### src/rtl/assert_macros.svh
// Assertion macros for the RTL; included by iida_ctrl.
`ifndef ASSERT_MACROS_SVH
`define ASSERT_MACROS_SVH

// Same-cycle implication, clocked on clk, disabled during reset.
`define ASSERT_NOW(label, ante, cons, msg) \
    label: assert property (@(posedge clk) disable iff (!rst_n) (ante) |-> (cons)) \
        else $error(msg);

// Next-cycle implication, clocked on clk, disabled during reset.
`define ASSERT_NEXT(label, ante, cons, msg) \
    label: assert property (@(posedge clk) disable iff (!rst_n) (ante) |=> (cons)) \
        else $error(msg);

`endif

### src/rtl/iida_pkg.sv
// Package: sizes, action and status codes, state type and memory request word.
package iida_pkg;

    localparam int DEPTH  = 64;
    localparam int ADDR_W = $clog2(DEPTH);
    localparam int CNT_W  = $clog2(DEPTH + 1);
    localparam int DATA_W = 32;
    localparam int POS_W  = 7;
    localparam int LEN_W  = 7;
    localparam int ACT_W  = 2;
    localparam int STAT_W = 2;
    localparam int CMP_W  = ((POS_W > CNT_W) ? POS_W : CNT_W) + 1;

    localparam logic [ACT_W-1:0] ACT_GET    = 2'd0;
    localparam logic [ACT_W-1:0] ACT_INSERT = 2'd1;
    localparam logic [ACT_W-1:0] ACT_DELETE = 2'd2;

    localparam logic [STAT_W-1:0] STAT_OK    = 2'd0;
    localparam logic [STAT_W-1:0] STAT_FULL  = 2'd1;
    localparam logic [STAT_W-1:0] STAT_RANGE = 2'd2;
    localparam logic [STAT_W-1:0] STAT_EMPTY = 2'd3;

    typedef enum logic [2:0] {
        ST_IDLE  = 3'b001,
        ST_SHIFT = 3'b010,
        ST_RESP  = 3'b100
    } state_t;

    typedef struct packed {
        logic              we;
        logic [ADDR_W-1:0] waddr;
        logic [DATA_W-1:0] wdata;
        logic              re;
        logic [ADDR_W-1:0] raddr;
    } mem_req_t;

endpackage

### src/rtl/iida_mem.sv
// Element store: one write port, one read port, registered read data.
module iida_mem (
    input  logic                        clk,
    input  iida_pkg::mem_req_t          req,
    output logic [iida_pkg::DATA_W-1:0] rd_data
);

    logic [iida_pkg::DATA_W-1:0] mem [iida_pkg::DEPTH];
    logic [iida_pkg::DATA_W-1:0] rd_data_reg;

    always_ff @(posedge clk)
    begin
        if (req.we)
        begin
            mem[req.waddr] <= req.wdata;
        end
        if (req.re)
        begin
            rd_data_reg <= mem[req.raddr];
        end
    end

    assign rd_data = rd_data_reg;

endmodule

### src/rtl/iida_ctrl.sv
// Sequencer: checks each command, runs the shift through the store, builds the result.
`include "assert_macros.svh"

module iida_ctrl (
    input  logic                        clk,
    input  logic                        rst_n,
    input  logic                        start,
    input  logic [iida_pkg::ACT_W-1:0]  action,
    input  logic [iida_pkg::POS_W-1:0]  position,
    input  logic [iida_pkg::DATA_W-1:0] value,
    input  logic [iida_pkg::DATA_W-1:0] rd_data,
    output iida_pkg::mem_req_t          mem_req,
    output logic                        busy,
    output logic                        done,
    output logic [iida_pkg::DATA_W-1:0] read_value,
    output logic [iida_pkg::LEN_W-1:0]  length,
    output logic                        empty_res,
    output logic [iida_pkg::STAT_W-1:0] status
);

    iida_pkg::state_t                state_reg, state_next;
    logic [iida_pkg::CNT_W-1:0]      count_reg, count_next;
    logic [iida_pkg::ACT_W-1:0]      act_reg, act_next;
    logic [iida_pkg::ADDR_W-1:0]     pos_reg, pos_next;
    logic [iida_pkg::DATA_W-1:0]     val_reg, val_next;
    logic [iida_pkg::STAT_W-1:0]     stat_reg, stat_next;
    logic [iida_pkg::ADDR_W-1:0]     last_reg, last_next;
    logic [iida_pkg::ADDR_W-1:0]     remain_reg, remain_next;

    logic                            accept;
    logic [iida_pkg::CMP_W-1:0]      cnt_x;
    logic [iida_pkg::CMP_W-1:0]      pos_x;
    logic [iida_pkg::STAT_W-1:0]     chk_stat;
    logic                            chk_ok;
    logic                            is_ins;
    logic                            is_del;
    logic                            shift_ins;
    logic                            shift_del;
    logic [iida_pkg::ADDR_W-1:0]     pos_a;

    assign accept = start && (state_reg == iida_pkg::ST_IDLE);
    assign cnt_x  = iida_pkg::CMP_W'(count_reg);
    assign pos_x  = iida_pkg::CMP_W'(position);
    assign pos_a  = iida_pkg::ADDR_W'(position);
    assign is_ins = (action == iida_pkg::ACT_INSERT);
    assign is_del = (action == iida_pkg::ACT_DELETE);

    always_comb
    begin
        chk_stat = iida_pkg::STAT_OK;
        case (action)
            iida_pkg::ACT_GET, iida_pkg::ACT_DELETE:
            begin
                if (count_reg == '0)
                begin
                    chk_stat = iida_pkg::STAT_EMPTY;
                end
                else if (pos_x >= cnt_x)
                begin
                    chk_stat = iida_pkg::STAT_RANGE;
                end
            end
            iida_pkg::ACT_INSERT:
            begin
                if (count_reg == iida_pkg::CNT_W'(iida_pkg::DEPTH))
                begin
                    chk_stat = iida_pkg::STAT_FULL;
                end
                else if (pos_x > cnt_x)
                begin
                    chk_stat = iida_pkg::STAT_RANGE;
                end
            end
            default:
            begin
                chk_stat = iida_pkg::STAT_OK;
            end
        endcase
    end

    assign chk_ok    = (chk_stat == iida_pkg::STAT_OK);
    assign shift_ins = is_ins && chk_ok && (pos_x < cnt_x);
    assign shift_del = is_del && chk_ok && ((pos_x + iida_pkg::CMP_W'(1)) < cnt_x);

    always_comb
    begin
        state_next  = state_reg;
        count_next  = count_reg;
        act_next    = act_reg;
        pos_next    = pos_reg;
        val_next    = val_reg;
        stat_next   = stat_reg;
        last_next   = last_reg;
        remain_next = remain_reg;
        mem_req     = '0;
        case (state_reg)
            iida_pkg::ST_IDLE:
            begin
                if (accept)
                begin
                    act_next  = action;
                    pos_next  = pos_a;
                    val_next  = value;
                    stat_next = chk_stat;
                    if (is_ins && chk_ok)
                    begin
                        count_next = count_reg + iida_pkg::CNT_W'(1);
                    end
                    else if (is_del && chk_ok)
                    begin
                        count_next = count_reg - iida_pkg::CNT_W'(1);
                    end
                    if (shift_ins)
                    begin
                        mem_req.re  = 1'b1;
                        mem_req.raddr = iida_pkg::ADDR_W'(cnt_x - iida_pkg::CMP_W'(1));
                        remain_next = iida_pkg::ADDR_W'(cnt_x - pos_x - iida_pkg::CMP_W'(1));
                        state_next  = iida_pkg::ST_SHIFT;
                    end
                    else if (shift_del)
                    begin
                        mem_req.re  = 1'b1;
                        mem_req.raddr = pos_a + iida_pkg::ADDR_W'(1);
                        remain_next = iida_pkg::ADDR_W'(cnt_x - pos_x - iida_pkg::CMP_W'(2));
                        state_next  = iida_pkg::ST_SHIFT;
                    end
                    else
                    begin
                        mem_req.re    = (action == iida_pkg::ACT_GET) && chk_ok;
                        mem_req.raddr = pos_a;
                        state_next    = iida_pkg::ST_RESP;
                    end
                    last_next = mem_req.raddr;
                end
            end
            iida_pkg::ST_SHIFT:
            begin
                mem_req.we    = 1'b1;
                mem_req.wdata = rd_data;
                if (act_reg == iida_pkg::ACT_INSERT)
                begin
                    mem_req.waddr = last_reg + iida_pkg::ADDR_W'(1);
                    mem_req.raddr = last_reg - iida_pkg::ADDR_W'(1);
                end
                else
                begin
                    mem_req.waddr = last_reg - iida_pkg::ADDR_W'(1);
                    mem_req.raddr = last_reg + iida_pkg::ADDR_W'(1);
                end
                if (remain_reg != '0)
                begin
                    mem_req.re  = 1'b1;
                    last_next   = mem_req.raddr;
                    remain_next = remain_reg - iida_pkg::ADDR_W'(1);
                end
                else
                begin
                    state_next = iida_pkg::ST_RESP;
                end
            end
            iida_pkg::ST_RESP:
            begin
                mem_req.we    = (act_reg == iida_pkg::ACT_INSERT)
                                && (stat_reg == iida_pkg::STAT_OK);
                mem_req.waddr = pos_reg;
                mem_req.wdata = val_reg;
                state_next    = iida_pkg::ST_IDLE;
            end
            default:
            begin
                state_next = iida_pkg::ST_IDLE;
            end
        endcase
    end

    always_ff @(posedge clk or negedge rst_n)
    begin
        if (!rst_n)
        begin
            state_reg  <= iida_pkg::ST_IDLE;
            count_reg  <= '0;
            act_reg    <= iida_pkg::ACT_GET;
            stat_reg   <= iida_pkg::STAT_OK;
            last_reg   <= '0;
            remain_reg <= '0;
        end
        else
        begin
            state_reg  <= state_next;
            count_reg  <= count_next;
            act_reg    <= act_next;
            stat_reg   <= stat_next;
            last_reg   <= last_next;
            remain_reg <= remain_next;
        end
    end

    always_ff @(posedge clk)
    begin
        pos_reg <= pos_next;
        val_reg <= val_next;
    end

    assign busy       = (state_reg != iida_pkg::ST_IDLE);
    assign done       = (state_reg == iida_pkg::ST_RESP);
    assign read_value = (done && (act_reg == iida_pkg::ACT_GET)
                         && (stat_reg == iida_pkg::STAT_OK)) ? rd_data : '0;
    assign length     = iida_pkg::LEN_W'(count_reg);
    assign empty_res  = (count_reg == '0);
    assign status     = stat_reg;

    `ASSERT_NOW(a_no_rw_same_entry, mem_req.we && mem_req.re, mem_req.waddr != mem_req.raddr, "read and write hit the same entry")
    `ASSERT_NOW(a_shift_writes, state_reg == iida_pkg::ST_SHIFT, mem_req.we, "shift cycle without a write")
    `ASSERT_NEXT(a_done_frees, done, !busy, "result not followed by idle")
    `ASSERT_NEXT(a_insert_grows, accept && is_ins && chk_ok, count_reg == $past(count_reg) + iida_pkg::CNT_W'(1), "insert did not grow the count")
    `ASSERT_NOW(a_count_bound, 1'b1, count_reg <= iida_pkg::CNT_W'(iida_pkg::DEPTH), "count above capacity")

endmodule

### src/rtl/indexed_insert_delete_array_top.sv
// Top level: indexed insert/delete list store with fixed capacity.
//
//  channel   handshake          word
//  --------  -----------------  ------------------------------------------
//  command   start && !busy     action, position, value
//  result    done (1 cycle)     read_value, length, empty_res, status
//
//  Get, failed actions, append and delete of the last element go straight
//  from accept to the result state. Insert and delete at other positions
//  first shift the later elements one place through the store, with one
//  store write per shift cycle and a store read in all but the last one.
//  Asynchronous active-low reset empties the list; store contents are not cleared.
//  busy is high from the cycle after accept through the done cycle; results cannot be stalled.
module indexed_insert_delete_array_top (
    input  logic                        clk,
    input  logic                        rst_n,
    input  logic                        start,
    input  logic [iida_pkg::ACT_W-1:0]  action,
    input  logic [iida_pkg::POS_W-1:0]  position,
    input  logic [iida_pkg::DATA_W-1:0] value,
    output logic                        busy,
    output logic                        done,
    output logic [iida_pkg::DATA_W-1:0] read_value,
    output logic [iida_pkg::LEN_W-1:0]  length,
    output logic                        empty_res,
    output logic [iida_pkg::STAT_W-1:0] status
);

    iida_pkg::mem_req_t          mem_req;
    logic [iida_pkg::DATA_W-1:0] rd_data;

    iida_ctrl u_ctrl (
        .clk        (clk),
        .rst_n      (rst_n),
        .start      (start),
        .action     (action),
        .position   (position),
        .value      (value),
        .rd_data    (rd_data),
        .mem_req    (mem_req),
        .busy       (busy),
        .done       (done),
        .read_value (read_value),
        .length     (length),
        .empty_res  (empty_res),
        .status     (status)
    );

    iida_mem u_mem (
        .clk     (clk),
        .req     (mem_req),
        .rd_data (rd_data)
    );

endmodule

### config.mk
export PLATFORM = sky130hd
export DESIGN_NAME = indexed_insert_delete_array_top
export DESIGN_NICKNAME = d
export VERILOG_FILES = /design/src/rtl/iida_pkg.sv /design/src/rtl/iida_mem.sv /design/src/rtl/iida_ctrl.sv /design/src/rtl/indexed_insert_delete_array_top.sv
export VERILOG_INCLUDE_DIRS = /design/src /design/src/rtl
export SDC_FILE = /design/constraint.sdc
export NUM_CORES = 2
export LEC_CHECK = 0
export BUFFER_PORTS_ARGS = -buffer_cell sky130_fd_sc_hd__buf_4
export CAP_MARGIN = 30
export CELL_PAD_IN_SITES_DETAIL_PLACEMENT = 0
export CELL_PAD_IN_SITES_GLOBAL_PLACEMENT = 1
export CORE_MARGIN = 8
export CORE_UTILIZATION = 47
export DETAILED_ROUTE_END_ITERATION = 16
export HOLD_SLACK_MARGIN = 0.15
export PLACE_DENSITY_LB_ADDON = 0.1
export SYNTH_ARGS = -nofsm -noshare
export SYNTH_HDL_FRONTEND = slang
export SYNTH_SLANG_ARGS = --single-unit
### constraint.sdc
create_clock -name clk -period 5.8 [get_ports clk]
set_input_delay 0.87 -clock clk [delete_from_list [all_inputs] [get_ports clk]]
set_output_delay 0.87 -clock clk [all_outputs]
set_load 0.01 [all_outputs]
Yosys cells after proc, flatten, opt, wreduce, memory -nomap -nowiden
Memory sizes are Yosys's and may differ from the RTL's. A register that Yosys moved wholly into a read port is not among the register bits. Index checks and enable logic that the tools add are counted.

Equal/unequal tests: 12. Muxes and demuxes: 31. Reductions and logical operators: 23. Magnitude comparators: 4. $add $sub $neg: 11.

Operators with widths (count): $pmux 39 s2 (1); $mux 6 (8); $mux 7 (5); $mux 32 (1); $pmux 6 s2 (2); $sub 6x1->6 const B (4); $pmux 7 s2 (1); $add 6x1->6 const B (2); $mux 3 (4); $logic_and 1x1->1 (9); $add 7x1->8 const B (1); $logic_not 2->1 (4); $lt 8x7->1 (1); $mux 2 (4); $add 7x1->7 const B (1); $eq 7x7->1 const B (1); $ge 7x7->1 (1); $gt 7x7->1 (1); $logic_not 7->1 (1); $lt 7x7->1 (1); $sub 7x1->7 const B (1); $ne 3x1->1 const B (2); $pmux 3 s2 (1); $reduce_and 3->1 (2); 16 further kinds (22).

Output and inout bits: 44. Input bits: 44. Flip-flop bits (word level): 64. Memory bits (writable): 2048. Memories: 1. Logic and storage cells: 90.

Memory list: u_mem.mem (words 64, width 32, read ports 1, clocked after memory_dff 1, wr ports 1, RTL line iida_mem.sv:8) `logic [iida_pkg::DATA_W-1:0] mem [iida_pkg::DEPTH];`.

Logic depth before layout (Yosys ltp)
Word-level depth: 11. Gate-level depth with buffers: 22. Depth with buffers taken out: 17.

Modules after synthesis
Synthesis repeated with hierarchy kept, for this count alone.

Cell total of the unflattened synthesis: 3811. Area, all modules: 83463.8 sq um.

By module, submodules not included: iida_mem (sequential area each 62459.9 sq um, cells each 3324, times used 1, area each 78835.6 sq um); iida_ctrl (sequential area each 1793.0 sq um, cells each 487, times used 1, area each 4628.2 sq um).

Worst setup path before layout
Ideal clock, no wire load.

Path type: input -> register. Start point: in position[4] in the netlist's numbering. End point: reg u_mem.rd_data_reg (netlist bit u_mem.rd_data[0]), read port of u_mem.mem, enable pin. Stages: 8. Required time: 5330 ps. Arrival: 4618 ps. Buffers on the path: 0. Slack: 712 ps. Library setup time: 470 ps. Cells stage by stage: inv_1 -> ha_1 -> a21o_1 -> a21oi_2 -> nand2_2 -> a21oi_1 -> nand2_1 -> o31ai_1.

RTL lines: start: declaration (RTL line indexed_insert_delete_array_top.sv:19) `input logic [iida_pkg::POS_W-1:0] position,`; end: declaration (RTL line iida_mem.sv:9) `logic [iida_pkg::DATA_W-1:0] rd_data_reg;`.

Final worst setup path
Start point: reg u_ctrl.count_reg (netlist bit u_ctrl.length[1]). End point: reg u_mem.rd_data_reg (netlist bit u_mem.rd_data[28]), read port of u_mem.mem (data pin).

Longest elaborated chain between the ends: 11. Elaborated cells on any way between the ends: 22. Classes of those cells: add/sub: 1; order compare: 4; eq/ne: 1; mux: 9; reduce/logical: 7.

Ends and longest elaborated chain: start: declaration (RTL line iida_ctrl.sv:22) `logic [iida_pkg::CNT_W-1:0] count_reg, count_next;`; start signal: assignment (RTL line iida_ctrl.sv:190) `count_reg <= count_next;`; $gt 7x7->1 / $ge 7x7->1 (equally long branches) (RTL line iida_ctrl.sv:69, iida_ctrl.sv:58); $mux 2, on equally long branches (RTL line iida_ctrl.sv:69, iida_ctrl.sv:58); $mux 2, on equally long branches (RTL line iida_ctrl.sv:65, iida_ctrl.sv:54); $pmux 2 s2 (RTL line iida_ctrl.sv:51) `case (action)`; $logic_not 2->1 (RTL line iida_ctrl.sv:81) `assign chk_ok = (chk_stat == iida_pkg::STAT_OK);`; $logic_and 1x1->1 (2 in series) (RTL line iida_ctrl.sv:83) `assign shift_del = is_del && chk_ok && ((pos_x + iida_pkg::CMP_W'(1)) < cnt_x);`; $mux 7 (RTL line iida_ctrl.sv:120) `else if (shift_del)`; $mux 7 (*) (RTL line iida_ctrl.sv:113) `if (shift_ins)`; $mux 7 (*) (RTL line iida_ctrl.sv:99) `if (accept)`; $pmux 7 s2 (*) (RTL line iida_ctrl.sv:96) `case (state_reg)`.

Every way passes the cells marked *; elsewhere a longest branch is shown, timed or not. A chain may end at the register's enable or synchronous reset.

==> flow_summary.toml <==
[yosys]
ys_seq_area_share_pct = 74.2
async_flop_share_pct = 1.21
synth_edf_count = 2118
ys_types = 91
yosysWarnings = 0
syn_inst = 6078
synth_area_sq_um = 86600
synth_seq_cells = 2144
synth_top_flop_cell = "edfxtp_1"
syn_nets = 6157
avgSynthCellArea_sq_um = 14.3

[global_route]
grt_pass1_wl_um = 417000
antenna_found_initial = 13
track_usage_pct = 29.5
grt-ovfl-total = 0
first_global_vias = 53000
grt_max_degree = 70

[detailed_routing]
wl_per_cell_um = 33.1
route.vias.total = 56200
drt_wl_total_um = 300000
viasPerCell = 6.19
drc = 0
firstDrtPassIters = 8
drt_iter0_drc = 7021
ant_nets = 0

[floorplan]
start_util_pct = 47.3
chipWidth_um = 445
dieArea_sq_um = 198000
rows = 157
coreArea_sq_um = 183000
io_pins = 88
die_h_um = 445

[power]
vdd_drop_max_mv = 0.269
power_mw = 44.4
power.density_nw_per_um2 = 443
p_leak_nw = 34.1

[setup_path]
r2r_slack_ns = 0.36
crit_required_ns = 6.52
r2r-start = "u_ctrl.length[1]"
critPathArrivalTime_ns = 6.16
cp_max_fo = 20
worstSetupPathType = "register to register"
startpoint_type = "register"
end_kind = "register"
startpoint = "u_ctrl.length[1]"

[placement]
post-place-cells = 8639
dpl.hpwl_um = 178000
io_buffers = 87
placed_area_sq_um = 93400
pre_cts_ws_ns = -0.0370
gp_congestion = 0.860

[finish]
final_area_sq_um = 100000
nets = 6499
largest_reg_flops = 2048
fillers = 15000
syn2layout_area_growth_pct = 15.9
drive_above_1_share_pct = 14.0
regArea_sq_um = 64300
post-route-util_pct = 54.9
stdcell_count = 9068
multi_input_area_sq_um = 20900

[timing]
hold_ws_ns = 0.208
relSlewSlack_pct = 31.6
worst_slew_pin_slew_ns = 1.02
worst_slack_ns = 0.360
timing.final.crit_share_pct = 93.8
rsz0062_at_grt = "no"
fin_worst_skew_ns = 0.0257
hold_viol = 0
fmax_mhz = 184
fin_setup_tns_ns = 0
post-route-min-period_ns = 5.44
finalSetupViolations = 0
drv_slew = 0

[worst_hold_path]
hold_path.startpoint = "value[2]"
hp-class = "input pin to register"

[cts]
cts_tree = "built"
cts-buffers-inserted = 219
clock_sinks = 2144
path_clk_slew_ns = 0.06
clkLatencyLatePin_ns = 0.85
h-tree-depth = 4
cts_buffer_depth = 3
cts_root_buffer = "clkbuf_16"

[job]
maxCapViolations = 0

[status]
status = "complete, no violations"
==> report_power, final <==
| group | switching (mW) | internal, mW | total (mW) |
|---|---|---|---|
| combinational | 8.46 | 4.16 | 12.6 |
| clock | 5.90 | 7.74 | 13.6 |
| sequential | 0.311 | 17.9 | 18.2 |
| total | 14.7 | 29.8 | 44.4 |
==> kinds of logic after synthesis <==
kind of cell               after synthesis  share of synthesized area [%]
buffers and inverters                  407                           2.55
adders and majority gates               35                          0.523
and+or+nand+nor                       2170                           10.9
AOI/OAI and AO/OA                      903                           7.08
DFF                                   2144                           74.2
muxes                                  382                           4.43
xor gates and xnor gates                37                          0.374
==> repair_timing <==
action / CTS / global route
hold endpoints to repair: 48 / 0
resized for setup: 0 / 0
setup buffers: 0 / 0
hold buffers: 24 / 0
==> metal layers <==
metal / share of wire [%] / GRT usage (%) / up-vias
met5: 0.0077 / 0 / -
li1: - / - / 23800
met2: 46 / 46.3 / 2901
met4: 3.8 / 9.89 / 4
met3: 9.3 / 5.52 / 503
met1: 41 / 41.7 / 28900
==> Yosys cell counts (8+ instances only) <==
cell | number | area [sq um]
inv_1 | 24 | 90.1
edfxtp_1 | 2118 | 63600
buf_2 | 221 | 1110
xnor2_1 | 29 | 254
a22oi_1 | 13 | 97.6
buf_4 | 57 | 428
buf_1 | 12 | 45.0
a221oi_1 | 53 | 464
and3_1 | 39 | 244
a32oi_1 | 30 | 263
a22o_1 | 36 | 315
nor4_1 | 54 | 338
a221o_1 | 8 | 80.1
o22ai_1 | 52 | 325
o21ai_0 | 58 | 290
a211oi_1 | 17 | 128
nand4_1 | 19 | 119
o21ai_1 | 10 | 50.1
mux2i_1 | 371 | 3710
nand3_1 | 486 | 2430
a311oi_1 | 32 | 280
buf_6 | 25 | 282
a211o_1 | 11 | 96.3
and2_1 | 35 | 219
o211ai_1 | 15 | 113
xor2_1 | 8 | 70.1
mux2_2 | 11 | 124
nor2_1 | 132 | 495
o41ai_1 | 10 | 87.6
ha_1 | 33 | 413
clkbuf_1 | 65 | 244
o221ai_1 | 91 | 797
a31oi_1 | 63 | 394
nor3_1 | 50 | 250
or4_1 | 12 | 90.1
a21o_1 | 14 | 105
dfrtp_1 | 25 | 626
a21oi_1 | 322 | 1610
nand2_1 | 1302 | 4890
==> area by class of cell <==
cell class                 count  share of cell area, %
sequential                  2144                   64.0
tap                         2464                   3.07
timing repair buffer         502                   5.29
inverter                      26                 0.0984
clock inverter               131                   1.07
clock buffer                 270                   5.73
antenna                        4                0.00997
multi-input combinational   3527                   20.8
==> worst max-delay path, cell delays in order, from the launching register on <==
cell	delay (ns)
dfrtp_1	0.58
inv_1	0.23
ha_1	0.33
nor2b_1	0.19
and3_4	0.23
nor3_2	0.40
nand4_1	0.27
o211ai_4	0.54
buf_12	0.27
buf_12	0.24
buf_4	0.28
mux2i_1	0.12
o221ai_1	0.29
a21oi_1	0.13
o41ai_1	0.85
buf_4	0.24
a211o_1	0.10
==> cell usage in the layout (no fill, tap or decap), drive strengths merged, types with 92 or more instances in the layout <==
master	synthesis	layout
buf	315	478
nand2	1305	1305
clkinv	1	108
o221ai	92	92
edfxtp	2118	2118
clkbuf	66	270
a21oi	323	323
nor2	132	132
nand3	486	486
mux2i	371	371
==> worst paths after layout <==
check	endpoint	depth (start not counted)
max	u_mem.rd_data[28]	16
min	u_ctrl.val_reg[2]	1
max reg2reg	u_mem.rd_data[28]	16
min reg2reg	u_ctrl.remain_reg[5]	2
max in group asynchronous	u_ctrl.state_reg[0]	2
min in group asynchronous	u_ctrl.length[1]	2
No activity file was read; power rests on OpenSTA's default activity.
